`config.mk`:
```
export PLATFORM = sky130hd
export DESIGN_NAME = ascii_integer_parser
export DESIGN_NICKNAME = d
export VERILOG_FILES = /design/src/rtl/aip_pkg.sv /design/src/rtl/ascii_integer_parser.sv
export SDC_FILE = /design/constraint.sdc
export NUM_CORES = 1
export LEC_CHECK = 0
export BUFFER_PORTS_ARGS = -buffer_cell sky130_fd_sc_hd__buf_2
export CELL_PAD_IN_SITES_DETAIL_PLACEMENT = 1
export CELL_PAD_IN_SITES_GLOBAL_PLACEMENT = 1
export CORE_MARGIN = 2
export CORE_UTILIZATION = 33
export CTS_BUF_LIST = sky130_fd_sc_hd__clkbuf_8
export CTS_CLUSTER_SIZE = 30
export DETAILED_ROUTE_END_ITERATION = 12
export PLACE_DENSITY = 0.71
export SLEW_MARGIN = 20
export SYNTH_ARGS = -nofsm -noshare
export SYNTH_HDL_FRONTEND = slang
export SYNTH_SLANG_ARGS = --single-unit
```
`constraint.sdc`:
```
create_clock -name clk -period 27.9 [get_ports clk]
set_clock_uncertainty 0.1 [all_clocks]
set_input_delay 5.58 -clock clk [delete_from_list [all_inputs] [get_ports clk]]
set_output_delay 5.58 -clock clk [all_outputs]
set_load 0.02 [all_outputs]
```
`src/rtl/aip_pkg.sv`:
```
// ----------------------------------------------------------------------------
// aip_pkg
// Types, codes and character helpers shared by the ASCII integer parser.
// ----------------------------------------------------------------------------
package aip_pkg;

  localparam int unsigned MAX_LEN = 1023;
  localparam int unsigned POS_W   = $clog2(MAX_LEN + 1);

  // parse phases
  localparam logic [1:0] PH_IDLE   = 2'd0;
  localparam logic [1:0] PH_LEAD   = 2'd1;
  localparam logic [1:0] PH_PREFIX = 2'd2;
  localparam logic [1:0] PH_DIGITS = 2'd3;

  // base_mode codes
  localparam logic [1:0] BASE_OCT = 2'd0;
  localparam logic [1:0] BASE_DEC = 2'd1;
  localparam logic [1:0] BASE_HEX = 2'd2;

  // result status codes
  localparam logic [1:0] ST_OK      = 2'd0;
  localparam logic [1:0] ST_INVALID = 2'd1;
  localparam logic [1:0] ST_RANGE   = 2'd2;

  localparam logic [4:0] NO_DIGIT  = 5'd16;
  localparam logic [4:0] LIM_OCT   = 5'd21;
  localparam logic [4:0] LIM_DEC   = 5'd19;
  localparam logic [4:0] LIM_HEX   = 5'd16;
  localparam logic [63:0] POS_MAX  = 64'h7FFF_FFFF_FFFF_FFFF;

  localparam logic [7:0] CH_SPACE = 8'h20;
  localparam logic [7:0] CH_TAB   = 8'h09;
  localparam logic [7:0] CH_CR    = 8'h0D;
  localparam logic [7:0] CH_PLUS  = 8'h2B;
  localparam logic [7:0] CH_MINUS = 8'h2D;
  localparam logic [7:0] CH_ZERO  = 8'h30;
  localparam logic [7:0] CH_NINE  = 8'h39;
  localparam logic [7:0] CH_LA    = 8'h61;
  localparam logic [7:0] CH_LF    = 8'h66;
  localparam logic [7:0] CH_UA    = 8'h41;
  localparam logic [7:0] CH_UF    = 8'h46;
  localparam logic [7:0] CH_LX    = 8'h78;
  localparam logic [7:0] CH_UX    = 8'h58;

  typedef struct packed {
    logic [7:0] ch;
    logic       start_req;
    logic       end_mark;
  } aip_in_t;

  typedef struct packed {
    logic signed [63:0] value;
    logic [1:0]         status;
    logic [9:0]         consumed;
  } aip_out_t;

  function automatic logic [4:0] hex_value(input logic [7:0] c);
    logic [4:0] d;
    d = NO_DIGIT;
    if (c >= CH_ZERO && c <= CH_NINE) d = 5'(c - CH_ZERO);
    else if (c >= CH_LA && c <= CH_LF) d = 5'(c - CH_LA + 8'd10);
    else if (c >= CH_UA && c <= CH_UF) d = 5'(c - CH_UA + 8'd10);
    return d;
  endfunction

  function automatic logic is_space(input logic [7:0] c);
    return (c == CH_SPACE) || (c >= CH_TAB && c <= CH_CR);
  endfunction

endpackage

```
`src/rtl/ascii_integer_parser.sv`:
```
// ----------------------------------------------------------------------------
// ascii_integer_parser
// Streams ASCII characters and returns the signed 64-bit value of each string.
// ----------------------------------------------------------------------------
// Usage:
//   in_data carries one character a request, with start_req on the first
//   character of a string and end_mark on the last. A request is taken at a
//   clock edge with in_valid high and in_stall low.
//   out_data gives value, status and consumed length once per string, taken
//   at an edge with out_valid high and out_stall low.
//   cfg_data sets the number base (0 octal, 1 decimal, 2 hex); cfg_ready is
//   always high, write only while no string is in flight.
// Timing:
//   one character per cycle sustained while out_stall holds no result; a
//   character is parsed while it sits in the input register, and its result
//   is registered into out_data as that character leaves the register. The
//   per-character step (shift-add by ten plus range compare) sets the cycle.
// Reset (rst_n low, synchronous): both channels empty, parser idle, base
//   decimal. When out_stall holds a result, the input register still takes
//   one more request and then in_stall rises until the result leaves.
// ----------------------------------------------------------------------------
module ascii_integer_parser
  import aip_pkg::*;
(
  input  logic     clk,
  input  logic     rst_n,
  input  logic     in_valid,
  output logic     in_stall,
  input  aip_in_t  in_data,
  output logic     out_valid,
  input  logic     out_stall,
  output aip_out_t out_data,
  input  logic     cfg_valid,
  output logic     cfg_ready,
  input  logic [1:0] cfg_data
);

  logic             in_vld_r, in_vld_nxt;
  aip_in_t          in_buf_r;
  logic             out_vld_r, out_vld_nxt;
  aip_out_t         out_buf_r;
  logic [1:0]       base_r;
  logic [1:0]       phase_r, phase_nxt;
  logic [63:0]      acc_r, acc_nxt;
  logic [4:0]       dc_r, dc_nxt;
  logic             neg_r, neg_nxt;
  logic [POS_W-1:0] pos_r, pos_nxt;
  logic             zp_r, zp_nxt;
  logic             adv;
  logic             emit;
  aip_out_t         res;

  assign adv       = !out_vld_r || !out_stall;
  assign in_stall  = in_vld_r && !adv;
  assign cfg_ready = 1'b1;
  assign out_valid = out_vld_r;
  assign out_data  = out_buf_r;

  // one character step
  always_comb begin
    logic [7:0]  c;
    logic        took;
    logic [4:0]  d;
    logic [4:0]  lim;
    logic [67:0] prod;

    c         = in_buf_r.ch;
    phase_nxt = phase_r;
    acc_nxt   = acc_r;
    dc_nxt    = dc_r;
    neg_nxt   = neg_r;
    pos_nxt   = pos_r;
    zp_nxt    = zp_r;
    emit      = 1'b0;
    took      = 1'b0;
    res       = '0;
    d         = NO_DIGIT;
    lim       = LIM_HEX;
    prod      = '0;

    if (in_buf_r.start_req) begin
      phase_nxt = PH_LEAD;
      acc_nxt   = '0;
      dc_nxt    = '0;
      neg_nxt   = 1'b0;
      pos_nxt   = '0;
      zp_nxt    = 1'b0;
    end

    if (phase_nxt != PH_IDLE) begin
      if (phase_nxt == PH_LEAD) begin
        if (is_space(c)) begin
          took = 1'b1;
        end else if (c == CH_PLUS || c == CH_MINUS) begin
          neg_nxt   = (c == CH_MINUS);
          phase_nxt = PH_PREFIX;
          took      = 1'b1;
        end else if (hex_value(c) == NO_DIGIT) begin
          emit       = 1'b1;
          res.status = ST_INVALID;
        end else begin
          phase_nxt = PH_PREFIX;
        end
        if (took && pos_nxt < POS_W'(MAX_LEN)) pos_nxt = pos_nxt + 1'b1;
      end

      if (!took && !emit && phase_nxt == PH_PREFIX) begin
        if (zp_nxt) begin
          zp_nxt    = 1'b0;
          phase_nxt = PH_DIGITS;
          if (c == CH_LX || c == CH_UX) begin
            took = 1'b1;
          end else begin
            dc_nxt  = 5'd1;
            acc_nxt = '0;
          end
        end else if (c == CH_ZERO && base_r == BASE_OCT) begin
          phase_nxt = PH_DIGITS;
          took      = 1'b1;
        end else if (c == CH_ZERO && base_r == BASE_HEX) begin
          zp_nxt = 1'b1;
          took   = 1'b1;
        end else begin
          phase_nxt = PH_DIGITS;
        end
        if (took && pos_nxt < POS_W'(MAX_LEN)) pos_nxt = pos_nxt + 1'b1;
      end

      if (!took && !emit) begin
        d = hex_value(c);
        case (base_r)
          BASE_OCT: begin
            lim = LIM_OCT;
            if (d >= 5'd8) d = NO_DIGIT;
          end
          BASE_DEC: begin
            lim = LIM_DEC;
            if (d >= 5'd10) d = NO_DIGIT;
          end
          BASE_HEX: lim = LIM_HEX;
          default:  d = NO_DIGIT;
        endcase
        prod = ({4'd0, acc_nxt} << 3) + ({4'd0, acc_nxt} << 1) + 68'(d);
        if (d == NO_DIGIT) begin
          emit         = 1'b1;
          res.consumed = 10'(pos_nxt);
          if (dc_nxt == '0) begin
            res.status = ST_INVALID;
          end else begin
            res.value = neg_nxt ? -acc_nxt : acc_nxt;
          end
        end else if (dc_nxt >= lim) begin
          emit       = 1'b1;
          res.status = ST_RANGE;
        end else if (base_r == BASE_DEC && prod > 68'(POS_MAX)) begin
          emit       = 1'b1;
          res.status = ST_RANGE;
        end else begin
          if (base_r == BASE_OCT) acc_nxt = {acc_nxt[60:0], d[2:0]};
          else if (base_r == BASE_HEX) acc_nxt = {acc_nxt[59:0], d[3:0]};
          else acc_nxt = prod[63:0];
          dc_nxt = dc_nxt + 1'b1;
          if (pos_nxt < POS_W'(MAX_LEN)) pos_nxt = pos_nxt + 1'b1;
        end
      end

      // end of string closes the number
      if (!emit && in_buf_r.end_mark) begin
        emit = 1'b1;
        if (phase_nxt == PH_LEAD) begin
          res.status = ST_INVALID;
        end else begin
          // a lone hex 0 counts as the digit zero
          if (zp_nxt) begin
            dc_nxt  = 5'd1;
            acc_nxt = '0;
          end
          res.consumed = 10'(pos_nxt);
          if (dc_nxt == '0) begin
            res.status = ST_INVALID;
          end else begin
            res.value = neg_nxt ? -acc_nxt : acc_nxt;
          end
        end
      end

      if (emit) begin
        phase_nxt = PH_IDLE;
        zp_nxt    = 1'b0;
      end
    end
  end

  always_comb begin
    in_vld_nxt = in_vld_r;
    if (in_valid && !in_stall) in_vld_nxt = 1'b1;
    else if (adv) in_vld_nxt = 1'b0;
    out_vld_nxt = out_vld_r;
    if (adv) out_vld_nxt = in_vld_r && emit;
  end

  always_ff @(posedge clk) begin
    if (!rst_n) begin
      in_vld_r  <= 1'b0;
      out_vld_r <= 1'b0;
      base_r    <= BASE_DEC;
      phase_r   <= PH_IDLE;
      acc_r     <= '0;
      dc_r      <= '0;
      neg_r     <= 1'b0;
      pos_r     <= '0;
      zp_r      <= 1'b0;
    end else begin
      in_vld_r  <= in_vld_nxt;
      out_vld_r <= out_vld_nxt;
      if (cfg_valid && cfg_ready) base_r <= cfg_data;
      if (in_vld_r && adv) begin
        phase_r <= phase_nxt;
        acc_r   <= acc_nxt;
        dc_r    <= dc_nxt;
        neg_r   <= neg_nxt;
        pos_r   <= pos_nxt;
        zp_r    <= zp_nxt;
      end
    end
  end

  always_ff @(posedge clk) begin
    if (in_valid && !in_stall) in_buf_r <= in_data;
    if (in_vld_r && adv && emit) out_buf_r <= res;
  end

`ifndef SYNTH
  a_idle_after_result: assert property (@(posedge clk) disable iff (!rst_n)
    (in_vld_r && adv && emit) |=> (phase_r == PH_IDLE && !zp_r))
    else $error("parser not idle after a result");

  a_zero_wait_in_prefix: assert property (@(posedge clk) disable iff (!rst_n)
    zp_r |-> (phase_r == PH_PREFIX))
    else $error("hex zero pending outside prefix phase");

  a_digit_bound: assert property (@(posedge clk) disable iff (!rst_n)
    dc_r <= LIM_OCT)
    else $error("digit count beyond the longest base limit");

  a_range_zeroed: assert property (@(posedge clk) disable iff (!rst_n)
    (out_vld_r && out_buf_r.status == ST_RANGE) |->
      (out_buf_r.value == '0 && out_buf_r.consumed == '0))
    else $error("range result carries a value or length");
`endif

endmodule
```
==> metrics.yaml <==
outcome: "complete, but fails checks"
violations: "DRC"
cp_common_cell: "buf_2"
yosysWarnings: 0
synth_edf_count: 86
cts_resized: 0
initial_utilization_pct: 33.42
synthAdderAreaFrac_pct: 9.167
synth_mux_area_share_pct: 3.653
setup_viol: 0
min_path_cells: 2
htreeDepth: 4
io_buffer_count: 94
holdWs_ns: 0.4013
crit_path_cell_trace: "buf_2 > and3_1 > buf_2"
fin_crit_ns: 11.72
wl_per_cell_um: 25.21
synth_area_um2: 19760
cts.sinks: 173
async_flop_share_pct: 0
ir_drop_uv: 27.23
multi_input_area_um2: 14440
core_um2: 59130
hold_class: "reg -> reg"
drive_above_1_share_pct: 9.209
via_per_inst: 6.307
syn_area_per_cell_um2: 7.432
wl_met1_mm: 39.33
tritoncts: "done"
rsz0062_at_grt: "false"
synth_top_family_by_area: "compound AO/OA/AOI/OAI gates"
numPlacedInstances: 3369
grt_pass1_wl_mm: 131.1
syn_nets: 2819
required_ns: 22.22
period_share_pct: 42.00
p_leak_nw: 8.207
cts_max_path_buffers: 2
fmax_mhz: 85.34
dr_wl_met3_mm: 6.500
worstMarginPinSlew_ns: 1.151
slowest_delay_ns: 0.19
hpwl_mm: 63.33
cts_setup_buffers: 0
mostFrequentLayoutCells: "nand2_1 (318), a21oi_1 (225), nor2_1 (215)"
nets: 2775
synth-compound-area-share_pct: 27.81
cts_buffers: 17
grt_use_total_pct: 26.96
powerDensity_nw_per_um2: 25.05
ff2ff_path_depth: 29
cts_root_buf: "clkbuf_8"
ioPinCount: 96
layout_commonest_cell: "nand2_1"
ys_ff_latch: 173
syn_inst: 2659
num_rows: 89
cp-end-kind: "output port"
critPathSlowestCell: "and3_1"
critPathLaunchType: "primary input"
drv_slew: 0
ctsHoldBuffers: 0
cap_violations: 0
yosysSeqAreaShare_pct: 21.88
drtIter0Drc: 2055
yosys.area_share.simple_pct: 24.93
firstDrtPassIters: 9
timing.rr.end: "out_data[20]"
grt_pass1_vias: 21300
die_area_um2: 61860
synth-xor-area-share_pct: 7.034
insertion_delay_ns: 0.57
die_x_um: 248.7
ant_nets: 0
min_delay_worst_endpoint: "acc_r[44]"
finalWeightedCongestion: 0.9418
hp-start: "acc_r[44]"
routed.top_layer: "met5"
seq_area_um2: 4329
timing.rr.start: "in_buf_r[3]"
cp_top_family: "buffers and inverters"
routed_wl_mm: 85.76
relSlewSlack_pct: 23.00
vias: 21460
r2r_slack_ns: 16.72
fin_cells: 3402
drc: 12
syn_to_final_growth_pct: 6.844
clk_pin_slew_ns: 0.11
path_buf_inv: 2
grt-ovfl-total: 0
synth.distinct_cells: 107
antenna_found_initial: 2
ys.flop_type: "dfxtp_1"
chipHeight_um: 248.7
fillerInstances: 7267
crit_type: "in -> out"
wl_met2_mm: 36.94
cp_max_fo: 3
tns_ns: 0
arrival_ns: 6.04
hold_viol: 0
grt_max_degree: 88
-- through the flow --
| stage | setup WS [ns] | instance area, um^2 | util [%] | power, W |
|---|---|---|---|---|
| floorplan | 16.35 | 19760 | - | 0.0003272 |
| global placement | 16.17 | 20770 | 35.13 | 0.0003535 |
| detailed placement | 16.18 | 20770 | 35.13 | 0.0003556 |
| CTS | 16.18 | 21110 | 35.70 | 0.0005290 |
| global route | 16.17 | 21120 | 35.71 | 0.0005426 |
| finish | 16.18 | 21120 | 35.71 | 0.0005288 |
-- cell usage after synthesis (20+ instances only) --
cell type	count	area (um^2)
buf_2	21	105.1
nor2_1	217	814.5
nor3_1	64	320.3
o21a_1	23	172.7
ha_1	140	1752
o211ai_1	27	202.7
a21o_1	28	210.2
dfxtp_1	87	1742
a21oi_1	226	1131
nor2b_1	70	437.9
nor4_1	20	125.1
o21ai_0	193	965.9
and2_1	35	219.0
a211oi_1	31	232.7
nand3_1	65	325.3
nand4_1	46	287.8
nand2_1	319	1197
mux2i_1	46	460.4
clkbuf_1	143	536.8
mux2_2	21	236.5
edfxtp_1	86	2582
o31ai_1	30	225.2
xnor2_1	102	893.4
and3_1	38	237.7
o22ai_1	41	256.5
a31oi_1	31	193.9
buf_1	21	78.83
xor2_1	54	473.0
or3_1	22	137.6
a22oi_1	64	480.5
inv_1	85	319.1
-- worst max path at each step --
| stage | endpoint | start | cells past startpoint | slack, ns |
|---|---|---|---|---|
| global placement | in_stall | out_stall | 3 | 16.17 |
| detailed placement | in_stall | out_stall | 3 | 16.18 |
| global route | in_stall | out_stall | 3 | 16.17 |
| finish | in_stall | out_stall | 3 | 16.18 |
| CTS | in_stall | out_stall | 3 | 16.18 |
| floorplan | in_stall | out_stall | 1 | 16.35 |
-- layer usage --
metal	track usage (%)	vias up
met5	0	-
met4	10.30	2
met2	41.24	992
met3	3.626	166
met1	38.31	10600
li1	-	9698
-- state kept, by name, summed over array words and instances (netlist names) --
name       cells
out_data      76
acc_r         64
in_buf_r      10
pos_r         10
dc_r           5
base_r         2
phase_r        2
in_vld_r       1
neg_r          1
out_valid      1
zp_r           1
-- tightest hold or removal path, cell delays in order, from the launching register on --
cell      delay [ns]
dfxtp_1         0.34
nand2_1         0.06
a21boi_0        0.07
-- cell families after synthesis --
family,after synthesis
mux,69
xor+xnor,157
other cells,1
fa+ha+maj,143
simple gates,988
flops,173
compound gates,852
buf+inv,276
-- report_power, final --
group | internal (W) | switching [W] | total, W
registers | 0.000272 | 0.00000586 | 0.000278
logic | 0.0000196 | 0.0000550 | 0.0000745
clock network | 0.0000609 | 0.000116 | 0.000177
total | 0.000352 | 0.000177 | 0.000529
-- final cells by class --
| cell class | instances | share of cell area [%] |
|---|---|---|
| diodes | 1 | 0.01185 |
| clock buffers | 17 | 1.108 |
| clock inverters | 15 | 0.4681 |
| inverters | 85 | 1.511 |
| multi-input cells | 2210 | 68.38 |
| flip-flops and latches | 173 | 20.50 |
| well taps | 773 | 4.580 |
| repair buffers | 128 | 3.437 |
No activity file was read; power rests on OpenSTA's default activity.
